--- src/assert_macros.svh ---
// assertion macros shared by the rtl files
// needs clk and rst_n in the scope where a macro is used
`ifndef ASSERT_MACROS_SVH
`define ASSERT_MACROS_SVH

// condition must hold in every cycle out of reset
`define ASSERT_ALWAYS(label, expr, msg) \
  label: assert property (@(posedge clk) disable iff (!rst_n) (expr)) else $error(msg);

// same-cycle implication
`define ASSERT_IMPL(label, ante, cons, msg) \
  label: assert property (@(posedge clk) disable iff (!rst_n) (ante) |-> (cons)) \
    else $error(msg);

// next-cycle implication
`define ASSERT_NEXT(label, ante, cons, msg) \
  label: assert property (@(posedge clk) disable iff (!rst_n) (ante) |=> (cons)) \
    else $error(msg);

`endif

--- src/soat_pkg.sv ---
// shared types and codes for the self-organizing table
// no dependencies
package soat_pkg;

  typedef enum logic [2:0] {
    CMD_APPEND    = 3'd0,
    CMD_INSERT    = 3'd1,
    CMD_DELETE    = 3'd2,
    CMD_SEARCH    = 3'd3,
    CMD_SEARCH_TR = 3'd4,
    CMD_SEARCH_MF = 3'd5
  } soat_cmd_t;

  typedef enum logic [1:0] {
    ST_OK     = 2'd0,
    ST_MISS   = 2'd1,
    ST_BADPOS = 2'd2,
    ST_FULL   = 2'd3
  } soat_status_t;

  typedef enum logic [2:0] {
    OP_HOLD      = 3'd0,
    OP_APPEND    = 3'd1,
    OP_INSERT    = 3'd2,
    OP_DELETE    = 3'd3,
    OP_TRANSPOSE = 3'd4,
    OP_TO_FRONT  = 3'd5
  } soat_cell_op_t;

  typedef struct packed {
    logic [2:0]         command;
    logic [8:0]         position;
    logic signed [31:0] value;
  } soat_in_t;

  typedef struct packed {
    logic [1:0]         status;
    logic [7:0]         found_position;
    logic signed [31:0] removed_value;
    logic [8:0]         entry_count;
  } soat_out_t;

  // broadcast to every cell
  typedef struct packed {
    soat_cell_op_t      op;
    logic               pos_match;
    logic signed [31:0] data;
  } soat_cell_ctl_t;

endpackage

--- src/soat_cell.sv ---
// one table entry: holds its value and moves it to or from its neighbors
// depends on soat_pkg
module soat_cell #(
  parameter int unsigned INDEX = 0,
  parameter int unsigned W     = 9
) (
  input  logic                    clk,
  input  soat_pkg::soat_cell_ctl_t ctl,
  input  logic [W-1:0]            tgt,
  input  logic [W-1:0]            lim,
  input  logic signed [31:0]      left_val,
  input  logic signed [31:0]      right_val,
  input  logic signed [31:0]      head_val,
  output logic signed [31:0]      entry,
  output logic                    match
);
  import soat_pkg::*;

  localparam logic [W-1:0] IDX      = W'(INDEX);
  localparam logic [W-1:0] IDX_NEXT = W'(INDEX + 1);
  localparam logic [W-1:0] IDX_ZERO = '0;

  logic signed [31:0] entry_r;
  logic signed [31:0] entry_nxt;

  always_comb begin
    entry_nxt = entry_r;
    unique case (ctl.op)
      OP_HOLD: entry_nxt = entry_r;
      OP_APPEND: begin
        if (IDX == tgt) entry_nxt = ctl.data;
      end
      OP_INSERT: begin
        if (IDX > tgt) entry_nxt = left_val;
        else if (IDX == tgt) entry_nxt = ctl.data;
      end
      OP_DELETE: begin
        if (IDX >= tgt) entry_nxt = right_val;
      end
      OP_TRANSPOSE: begin
        // the hit holds the key, so the cell before it takes the key
        if (IDX_NEXT == tgt) entry_nxt = ctl.data;
        else if (IDX == tgt) entry_nxt = left_val;
      end
      OP_TO_FRONT: begin
        priority if (IDX == IDX_ZERO) entry_nxt = ctl.data;
        else if (IDX == tgt) entry_nxt = head_val;
        else entry_nxt = entry_r;
      end
      default: entry_nxt = entry_r;
    endcase
  end

  always_ff @(posedge clk) begin
    entry_r <= entry_nxt;
  end

  assign entry = entry_r;
  assign match = ctl.pos_match ? (IDX == tgt) : ((entry_r == ctl.data) && (IDX < lim));

endmodule

--- config.mk ---
export PLATFORM = sky130hd
export DESIGN_NAME = soat_cell
export DESIGN_NICKNAME = d
export VERILOG_FILES = /design/src/assert_macros.svh /design/src/soat_pkg.sv /design/src/soat_cell.sv
export SDC_FILE = /design/constraint.sdc
export NUM_CORES = 1
export LEC_CHECK = 0
export ABC_AREA = 1
export BUFFER_PORTS_ARGS = -buffer_cell sky130_fd_sc_hd__buf_2
export CORE_ASPECT_RATIO = 1.5
export CORE_UTILIZATION = 30
export DETAILED_ROUTE_END_ITERATION = 12
export GPL_TIMING_DRIVEN = 0
export PLACE_DENSITY = 0.56
export SLEW_MARGIN = 20
export SYNTH_ARGS = -nofsm -noshare
export SYNTH_HDL_FRONTEND = slang
export SYNTH_SLANG_ARGS = --single-unit
--- constraint.sdc ---
create_clock -name clk -period 3.75 [get_ports clk]
set_clock_uncertainty 0.2 [all_clocks]
set_input_delay 0.5625 -clock clk [delete_from_list [all_inputs] [get_ports clk]]
set_output_delay 0.5625 -clock clk [all_outputs]
set_load 0.03 [all_outputs]
---- After elaboration in Yosys (flattened, before gate mapping) ----
Index checks and enable logic that the tools add are counted.
storage, ports and cells
  bits in registers ....................... 32
  bits of input ports ..................... 151
  output and inout port bits .............. 33
  word-level logic and storage cells ...... 24
operators by class
  magnitude comparators ................... 3
  equality and inequality tests ........... 9
  muxes and demuxes ....................... 7
  reduce and logical (&&, ||, !) cells .... 4
operator list
  cell                                                               count
  2-to-1 mux 32 bit                                                  5
  case mux 32 bit (5 select lines)                                   1
  equality test 32 bit                                               1
  equality test 1 x 9 -> 1 bit (first input constant)                1
  greater-or-equal comparator 1 x 9 -> 1 bit (first input constant)  1
  > comparator 1 x 9 -> 1 bit (first input constant)                 1
  zero test 9 bit                                                    1
  < comparator 1 x 9 -> 1 bit (first input constant)                 1
  equality test 3 x 2 -> 1 bit (second input constant)               2
  equality test 3 bit (second input constant)                        2
  nonzero test 5 bit                                                 1
  equality test 3 x 1 -> 1 bit (second input constant)               1
  inequality test 3 bit (second input constant)                      1
  AND reduction 3 bit                                                1
  inequality test 2 bit (second input constant)                      1
  logical AND 1 bit                                                  1
  2-to-1 mux 1 bit                                                   1

---- Logic depth before layout (Yosys ltp) ----
Gate-level depths: netlist (run 1).
  depth after elaboration ................. 4
  gate-level depth with buffers ........... 9
  depth with buffers taken out ............ 8

---- Worst setup path after synthesis (run 1) ----
Ideal clock, no wire load.
  path type ............................... input -> register
  start ................................... in tgt[2]
  end ..................................... reg entry_r[0] (netlist: entry[0]) (enable)
  setup time .............................. 0.430 ns
  arrival time ............................ 2.711 ns
  required time ........................... 3.120 ns
  slack ................................... 0.409 ns
  cell stages on the path ................. 6
  path buffers ............................ 1
  cell sequence ........................... nor2_4 > inv_2 > nor2_4 > nand3_4 > buf_2 > a21boi_1
on the way
  cells in the longest elaborated chain, start to end .. 3
  elaborated cells on any way between the ends .. 6
  those cells by class .................... order compare: 1; eq/ne: 3; reduce/logical: 2
RTL lines
  what                                                                             RTL line         RTL
  start: declaration                                                               soat_cell.sv:9   input logic [W-1:0] tgt,
  greater-or-equal comparator 1 x 9 -> 1 bit (tied with other cells)               soat_cell.sv:38  if (IDX >= tgt) entry_nxt = right_val;
  inequality test 2 bit (no line) / inequality test 3 bit (equally long branches)  -
  AND reduction 3 bit (no line) *                                                  -
  end signal: assignment                                                           soat_cell.sv:55  entry_r <= entry_nxt;
  end: declaration                                                                 soat_cell.sv:23  logic signed [31:0] entry_r;
Every way passes the cells marked *; elsewhere a longest branch is shown, timed or not.
A chain may end at the register's enable or synchronous reset.

---- Worst setup path in the final report (run 1) ----
  start ................................... in tgt[2]
  end ..................................... out match
on the way
  cells in the longest elaborated chain, start to end .. 2
RTL lines
  what              RTL line         RTL
  zero test 9 bit   soat_cell.sv:59  assign match = ctl.pos_match ? (IDX == tgt) : ((entry_r == ctl.data) && (IDX < lim));
  2-to-1 mux 1 bit  soat_cell.sv:59
  end: declaration  soat_cell.sv:15  output logic match
Every way passes these cells.

==> out/summary.txt, run 1 <==
Syn-to-layout area delta - 33.46%
Yosys reg bits - 32
drt wl/cell - 14.11 um
CP max FO - 10
Num CTS Buffers - 5
initial antenna violation count - 1
post-synthesis cell count - 547
Crit path largest cell delay - 0.25 ns
pin count of the biggest net entering global routing - 18
hold depth - 3
P_sw - 0.0004757 W
worst-path cell chain - buf_2, nor2_4, inv_2, nor2_4, nand3_4, buf_2, nor2_1, o21bai_1, buf_2
Die W - 87.90 um
unrepaired setup endpoints after global routing - false
maximum VDD drop - 0.1543 mV
final setup vio count - 0
number of routed nets with antenna violations - 0
f_max - 394.5 MHz
Row Count - 46
sw frac - 35.67%
Hold Path End - entry[2]
CTS sink cnt - 32
Critical Path Source Type - input port
Distinct cells, synth - 25
global placement routability congestion - 0.8189
Comb power frac - 34.0%
crit path DAT - 1.77 ns
DR vias - 3953
DRC - 0
worst skew pair latency - 0.28 ns
post-place setup slack - 0.9677 ns
TritonCTS clock tree - yes
I/O Pins - 184
register area share after synthesis - 28.94%
internal power - 0.0008578 W
min cycle time layout - 2.535 ns
first drt pass iteration count - 4
slew margin rel. - 50.58%
die height - 130.9 um
Power Total - 0.001334 W
final hold violations - 0
most common cell after layout, fill and taps aside - nand2_1
element type at the critical path end - output pin
worst hold start - ctl[2]
Max-Cap Viols - 0
most used cell along the critical path - buf_2
filler cell count - 1186
All-Layer GR Usage - 21.57%
CP Buf/Inv Count - 4
Port Buffers - 151
R2R Path Start - entry[10]
sequential fraction of design power - 36.3%
worst reg2reg setup slack - 2.54 ns
syn_nets - 698
syn_area_per_cell - 6.071 um2
Synth Cell Area - 3321 um2
Routed WL - 12010 um
nets@finish - 857
R2R Path End - entry[10]
Worst Slack Setup Final - 1.215 ns
Setup Fix Bufs, Post-CTS - 0
first-pass GRT wire length - 18740 um
Via density - 4.645
Tightest Pin Transition - 0.7395 ns
HP Class - in2reg
r2r worst-path depth - 4
post-DP HPWL - 9584 um
Initial Util - 31.19%
area of the die - 11500 um2
status - complete, no violations
PwrDens - 300.9 nW/um2
number of global-route vias before repair - 3870
Clk pwr share - 29.7%
cts hold-fix bufs - 0
CTS Root Cell - clkbuf_16
Overflow after GRT - 0
Core Region - 10650 um2
CP top delay family - buffers and inverters
Slew Limit Fails - 0
most frequent cells in the layout - 171 x nand2_1, 168 x buf_2, 130 x nand3_1
Setup crit start - tgt[2]
crit share post-route - 67.59%
max reg flops - 32
Initial DRC Count - 188
Req. time, crit path - 2.99 ns
LEAKAGE - 2.462 nW
Yosys Warn Count - 0
layout cell share with drive strength beyond 1 - 31.73%
Slowest-stage cell, CP - buf_2
maximum clock path buffer count - 2
CTS-repair resized insts - 0
htree depth - 2
Worst-path clk slew - 0.05 ns
Crit Path Category - in2out
-- metal layers --
layer  routed length (um)  vias up  global-route usage (%)
met5                    0        -                       0
met4                  329        0                   8.775
met3                  597       21                   3.894
met2                 6559      130                   41.22
met1                 4521     1781                   22.76
li1                     -     2021                       -
-- synth_stat cells (all sizes together) --
master	instances	area share, %
o211ai	1	0.23
a21boi	1	0.23
nand2	202	25
and2	1	0.23
buf	21	4.6
o21bai	1	0.23
clkbuf	3	0.34
inv	103	12
nand4	2	0.83
a21oi	1	0.15
edfxtp	32	29
xor2	2	0.53
xnor2	3	0.79
nor2	33	4.4
o21ai	10	1.5
nand3	131	20
-- worst max-delay path by stage --
stage	end	slack (ns)	depth (start not counted)
finish	match	1.22	9
global route	match	1.08	9
CTS	match	1.19	9
detailed placement	entry[11]	0.97	8
global placement	entry[11]	-0.97	7
floorplan	entry[0]	0.41	6
-- power groups by stage --
stage                     clock network (W)  logic [W]  registers, W
after floorplan                           0   0.000198      0.000563
after global placement                    0   0.000436      0.000493
after detailed placement                  0   0.000453      0.000492
after CTS                          0.000408   0.000456      0.000484
after global routing               0.000419   0.000503      0.000490
final                              0.000396   0.000454      0.000484
-- cells by family after synthesis --
group           after synthesis  synth area share [%]
compound gates               14                 2.336
xor+xnor                      5                 1.319
buf+inv                     127                 16.65
flops                        32                 28.94
simple gates                369                 50.75
-- area by class of cell --
type / instances / area, um2 / area share, %
multi-input cells: 388 / 1818 / 41.02
flip-flops and latches: 32 / 960.9 / 21.68
repair buffers: 152 / 783.3 / 17.67
inverters: 103 / 389.1 / 8.780
well taps: 144 / 180.2 / 4.066
plain buffers: 24 / 163.9 / 3.698
clock buffers: 6 / 128.9 / 2.908
clock inverters: 1 / 5.005 / 0.1129
diodes: 1 / 2.502 / 0.05647
-- metrics by stage --
| stage | utilization (%) | setup TNS (ns) | hold slack (ns) | instances | instance area (um2) |
|---|---|---|---|---|---|
| finish | 41.62 | 0 | 0.4239 | 851 | 4432 |
| global route | 41.62 | 0 | 0.4354 | 851 | 4432 |
| detailed placement | 40.34 | 0 | 0.5126 | 843 | 4295 |
| floorplan | - | 0 | 0.5930 | 547 | 3321 |
| CTS | 41.60 | 0 | 0.4179 | 850 | 4429 |
| global placement | 39.98 | -30.94 | 0.5026 | 842 | 4257 |
-- worst min-delay path: stages --
cell,delay [ns]
buf_2,0.10
nand3_1,0.07
nand3_1,0.07
Power figures use the tool's default switching activity.
==> inputs of run 2 (changes only) <==
==> constraint.sdc (replaced) <==
create_clock -name clk -period 2.4 [get_ports clk]
set_clock_uncertainty 0.2 [all_clocks]
set_input_delay 0.36 -clock clk [delete_from_list [all_inputs] [get_ports clk]]
set_output_delay 0.36 -clock clk [all_outputs]
set_load 0.03 [all_outputs]
==> out/summary.txt, run 2 (synthesis results as in run 1) <==
area of the multi-input gates - 1818 um2 (unchanged)
initial antenna violation count - 0 (-1)
pin count of the biggest net entering global routing - 20 (+2)
Crit path largest cell delay - 0.42 ns (+0.17 ns)
CP Buf/Inv Count - 1 (-3)
most used cell along the critical path - nand2_1
TritonCTS clock tree - yes
Overflow after GRT - 0 (unchanged)
I/O Pins - 184 (unchanged)
Req. time, crit path - 1.84 ns (-1.15 ns)
CTS Root Cell - clkbuf_16
most frequent cells in the layout - 171 x nand2_1, 167 x buf_2, 130 x nand3_1
final hold violations - 0 (unchanged)
die height - 130.9 um (unchanged)
Crit Path Category - reg2out
first drt pass iteration count - 4 (unchanged)
drt wl/cell - 14.11 um (about the same)
Initial Util - 31.19% (unchanged)
Slew Limit Fails - 0 (unchanged)
crit share post-route - 92.90%
Core Region - 10650 um2 (unchanged)
Die W - 87.90 um (unchanged)
Routed WL - 12040 um (+0.26%)
worst-path cell chain - nand2_1, o21ai_0, nor2_1, nand2_1, nor2_1, nand2_1, o21bai_1, buf_4
All-Layer GR Usage - 21.71% (+0.13 points)
max reg flops - 32 (unchanged)
most common cell after layout, fill and taps aside - nand2_1
maximum clock path buffer count - 2 (unchanged)
layout cell share with drive strength beyond 1 - 32.02% (+0.29 points)
cts hold-fix bufs - 0 (unchanged)
nets@finish - 859 (+0.23%)
filler cell count - 1172 (-1.2%)
element type at the critical path end - output pin
Num CTS Buffers - 5 (unchanged)
ANT cells - 0 (-1)
Row Count - 46 (unchanged)
Worst-path clk slew - 0.06 ns (about the same)
crit path DAT - 1.67 ns (-0.10 ns)
status - complete, no violations
f_max - 448.5 MHz
Slowest-stage cell, CP - edfxtp_1
unrepaired setup endpoints after global routing - false
post-place setup slack - -0.1207 ns (-1.088 ns)
area of the die - 11500 um2 (unchanged)
Critical Path Source Type - flip-flop
global placement routability congestion - 0.8359 (+2.1%)
slew margin rel. - 57.95% (+7.4 points)
CTS sink cnt - 32 (unchanged)
first-pass GRT wire length - 18660 um (-0.41%)
final setup vio count - 0 (unchanged)
HP Class - in2reg
Syn-to-layout area delta - 34.06%
PwrDens - 475.0 nW/um2 (+58%)
htree depth - 2 (unchanged)
post-DP HPWL - 9555 um (-0.30%)
Tightest Pin Transition - 0.6292 ns (-0.1103 ns)
Port Buffers - 151 (unchanged)
Via density - 4.694 (+1.1%)
LEAKAGE - 2.476 nW (+0.56%)
Initial DRC Count - 174 (-7.4%)
CP top delay family - simple AND/OR/NAND/NOR gates
Register Area - 960.9 um2 (unchanged)
Max-Cap Viols - 0 (unchanged)
number of global-route vias before repair - 3974 (+2.7%)
CP max FO - 4 (-6)
number of routed nets with antenna violations - 0 (unchanged)
Worst Slack Setup Final - 0.1703 ns (-1.045 ns)
TNS Setup - 0 ns (unchanged)
DR vias - 4004 (+1.3%)
min cycle time layout - 2.230 ns
DRC - 0 (unchanged)
maximum VDD drop - 0.2436 mV (+58%)
worst skew pair latency - 0.29 ns (about the same)
## run 2: cell types whose count changed in the layout (fill, tap and decap cells not counted)
| cell | delta |
|---|---|
| buf_4 | +3 |
| clkinv_1 | +1 |
| o21ai_1 | +1 |
| clkbuf_1 | -1 |
| buf_2 | -1 |
| diode_2 | -1 |
| clkinv_2 | +1 |
| o21ai_0 | -1 |
## run 2: area by class of cell
cell class	count	area share [%]
Tap cell	144	4.047
Timing Repair Buffer	154	17.99
Clock inverter	3	0.3092
Clock buffer	5	2.811
Buffer	24	3.682
Multi-Input combinational cell	388	40.84
Inverter	103	8.741
Sequential cell	32	21.59
## run 2: layer usage
metal	track usage, %	part of all wire, %
met5	0	0
met2	41.36	53
met1	21.57	37
met3	3.078	4.8
met4	13.69	4.9
## run 2: worst register-to-register path: cells and delay by family (launching register included)
family	cells	cell delay, ns
buffers and inverters	1	0.09
AND/OR/NAND/NOR	3	0.20
flip-flops	1	0.47
## run 2: per-stage QoR
step	util [%]	instances	area, um2	hold WS (ns)	total power [W]
6_report	41.81	853	4452	0.2109	0.002115
5_1_grt	41.81	853	4452	0.2265	0.002234
4_1_cts	41.65	851	4434	0.2048	0.002122
3_5_place_dp	40.34	843	4295	0.5081	0.001477
3_3_place_gp	40.08	842	4268	0.4941	0.001453
2_1_floorplan	-	547	3332	0.3905	0.001189
## run 2: path summary, 6_finish.rpt
| path | from | depth (start not counted) | slack [ns] | endpoint |
|---|---|---|---|---|
| max | entry[15] | 8 | 0.17 | match |
| min | ctl[9] | 3 | 0.21 | entry[9] |
| max reg2reg | entry[9] | 4 | 1.19 | entry[9] |
| min reg2reg | entry[17] | 4 | 0.52 | entry[17] |
## run 2: report_power, final
group,internal [W],switching [W],total [W]
Combinational,0.000261,0.000450,0.000711
Sequential,0.000706,0.0000502,0.000756
Clock,0.000378,0.000270,0.000648
Total,0.00134,0.000770,0.00211
## run 2: repair_timing
action / in CTS / in global routing
gates resized for setup: 0 / 3
setup endpoints to repair: 0 / 1
buffers inserted: 0 / 2
==> inputs of run 3 (changes only) <==
--- a/config.mk
+++ b/config.mk
@@ -6,12 +6,12 @@
 export NUM_CORES = 1
 export LEC_CHECK = 0
 export ABC_AREA = 1
-export BUFFER_PORTS_ARGS = -buffer_cell sky130_fd_sc_hd__buf_2
 export CORE_ASPECT_RATIO = 1.5
 export CORE_UTILIZATION = 30
 export DETAILED_ROUTE_END_ITERATION = 12
-export GPL_TIMING_DRIVEN = 0
-export PLACE_DENSITY = 0.56
+export DONT_BUFFER_PORTS = 1
+export GPL_TIMING_DRIVEN = 1
+export PLACE_DENSITY = 0.42
 export SLEW_MARGIN = 20
 export SYNTH_ARGS = -nofsm -noshare
 export SYNTH_HDL_FRONTEND = slang
==> constraint.sdc (replaced) <==
create_clock -name clk -period 2.68 [get_ports clk]
set_clock_uncertainty 0.2 [all_clocks]
set_input_delay 0.402 -clock clk [delete_from_list [all_inputs] [get_ports clk]]
set_output_delay 0.402 -clock clk [all_outputs]
set_load 0.03 [all_outputs]
==> out/summary.txt, run 3 (synthesis results as in run 1) <==
final hold violations - 0 (unchanged)
ANT cells - 0 (unchanged)
drt wl/cell - 16.58 um (+17%)
I/O Pins - 184 (unchanged)
worst skew pair latency - 0.28 ns (about the same)
Num CTS Buffers - 5 (unchanged)
Die W - 87.90 um (unchanged)
Worst-path clk slew - 0.05 ns (about the same)
post-DP HPWL - 8447 um (-12%)
first-pass GRT wire length - 17280 um (-7.4%)
first drt pass iteration count - 4 (unchanged)
number of routed nets with antenna violations - 0 (unchanged)
maximum VDD drop - 0.2337 mV (-4.0%)
Hold Path End - entry[5]
Critical Path Source Type - flip-flop
hold depth - 2 (-1)
htree depth - 2 (unchanged)
worst hold start - ctl[5]
most frequent cells in the layout - 171 x nand2_1, 130 x nand3_1, 98 x inv_1
element type at the critical path end - output pin
CTS Root Cell - clkbuf_16
die height - 130.9 um (unchanged)
Tightest Pin Transition - 0.8374 ns (+0.2082 ns)
Initial Util - 31.19% (unchanged)
HP Class - in2reg
DR vias - 3281 (-18%)
TNS Setup - 0 ns (unchanged)
final setup vio count - 0 (unchanged)
max reg flops - 32 (unchanged)
unrepaired setup endpoints after global routing - false
number of global-route vias before repair - 3298 (-17%)
maximum clock path buffer count - 2 (unchanged)
CP max FO - 3 (-1)
Req. time, crit path - 2.08 ns (+0.24 ns)
All-Layer GR Usage - 20.40% (-1.3 points)
cts hold-fix bufs - 0 (unchanged)
Overflow after GRT - 0 (unchanged)
DRC - 0 (unchanged)
Slew Limit Fails - 0 (unchanged)
Via density - 4.783 (+1.9%)
R2R Path End - entry[19]
most common cell after layout, fill and taps aside - nand2_1
Syn-to-layout area delta - 8.440%
min cycle time layout - 2.475 ns
Initial DRC Count - 134 (-23%)
crit share post-route - 92.36%
Row Count - 46 (unchanged)
LEAKAGE - 1.825 nW (-26%)
slew margin rel. - 44.11% (-14 points)
status - complete, no violations
CTS sink cnt - 32 (unchanged)
Port Buffers - 0 (-100%)
nets@finish - 695 (-19%)
TritonCTS clock tree - yes
crit path DAT - 1.87 ns (+0.20 ns)
PwrDens - 476.3 nW/um2 (+0.26%)
layout cell share with drive strength beyond 1 - 12.18% (-20 points)
dpl cells - 681 (-19%)
pin count of the biggest net entering global routing - 33 (+65%)
Core Region - 10650 um2 (unchanged)
area of the die - 11500 um2 (unchanged)
r2r worst-path depth - 4 (unchanged)
worst reg2reg setup slack - 1.28 ns (+0.09 ns)
Routed WL - 11370 um (-5.5%)
global placement routability congestion - 0.7881 (-5.7%)
Layout Cells excl Fill - 686 (-20%)
Crit Path Category - reg2out
f_max - 404.0 MHz
R2R Path Start - entry[19]
Max-Cap Viols - 0 (unchanged)
initial antenna violation count - 0 (unchanged)
[run 3: cell count changes in the layout (fill, tap and decap cells not counted), moves of 2 or more]
cell,before,now
buf_2,167,0
buf_4,4,13
clkbuf_1,3,0
buf_12,3,1
clkinv_2,2,0
nor2_1,28,26
[run 3: worst max-delay path, cell delays in order, from the launching register on]
cell and delay [ns]:
edfxtp_1 0.55, inv_1 0.10, nand2_1 0.14, nand2_1 0.07, nor2_1 0.10, nand2_1 0.07, nor2_2 0.10, nand3_1 0.12
o21bai_1 0.17, buf_4 0.18
[run 3: worst max path at each step]
| stage | startpoint | to | slack [ns] | depth (start not counted) |
|---|---|---|---|---|
| floorplan | tgt[1] | entry[0] | 0.17 | 6 |
| global placement | entry[13] | match | 0.42 | 9 |
| detailed placement | entry[8] | match | 0.42 | 9 |
| CTS | entry[13] | match | 0.11 | 9 |
| global route | entry[13] | match | 0.02 | 9 |
| finish | entry[8] | match | 0.20 | 9 |
[run 3: through the flow]
step	instance area [um2]	setup WS [ns]	hold slack, ns	power [W]	utilization [%]
6_report	3601	0.2049	0.1516	0.001715	33.82
5_1_grt	3601	0.02418	0.1594	0.001804	33.82
4_1_cts	3598	0.1102	0.1464	0.001746	33.80
3_5_place_dp	3473	0.4196	0.4400	0.001182	32.62
3_3_place_gp	3473	0.4193	0.4367	0.001176	32.62
2_1_floorplan	3324	0.1698	0.4325	0.001064	-
[run 3: where the power goes]
part / internal [W] / switching (W)
sequential: 0.000634 / 0.000158
combinational: 0.000135 / 0.000235
clock: 0.000329 / 0.000223
total: 0.00110 / 0.000617
[run 3: cell type report]
type                            count  area (um2)
Multi-Input combinational cell    388        1828
Sequential cell                    32       960.9
Tap cell                          144       180.2
Timing Repair Buffer               14       117.6
Clock buffer                        5       125.1
Inverter                          103       389.1
Fill cell                        1200        7047
[run 3: what timing repair did]
| action | 4_1_cts | 5_1_grt |
|---|---|---|
| setup buffers | 0 | 0 |
| gates resized for setup | 0 | 1 |
| endpoints found under the setup margin | 0 | 1 |
[run 3: routing by layer]
metal / up-vias / global-route usage (%) / wire length [um]
li1: 1691 / - / -
met1: 1481 / 20.78 / 4313
met2: 101 / 40.08 / 6112
met3: 8 / 4.837 / 782
met4: 0 / 6.075 / 163
met5: - / 0 / 0
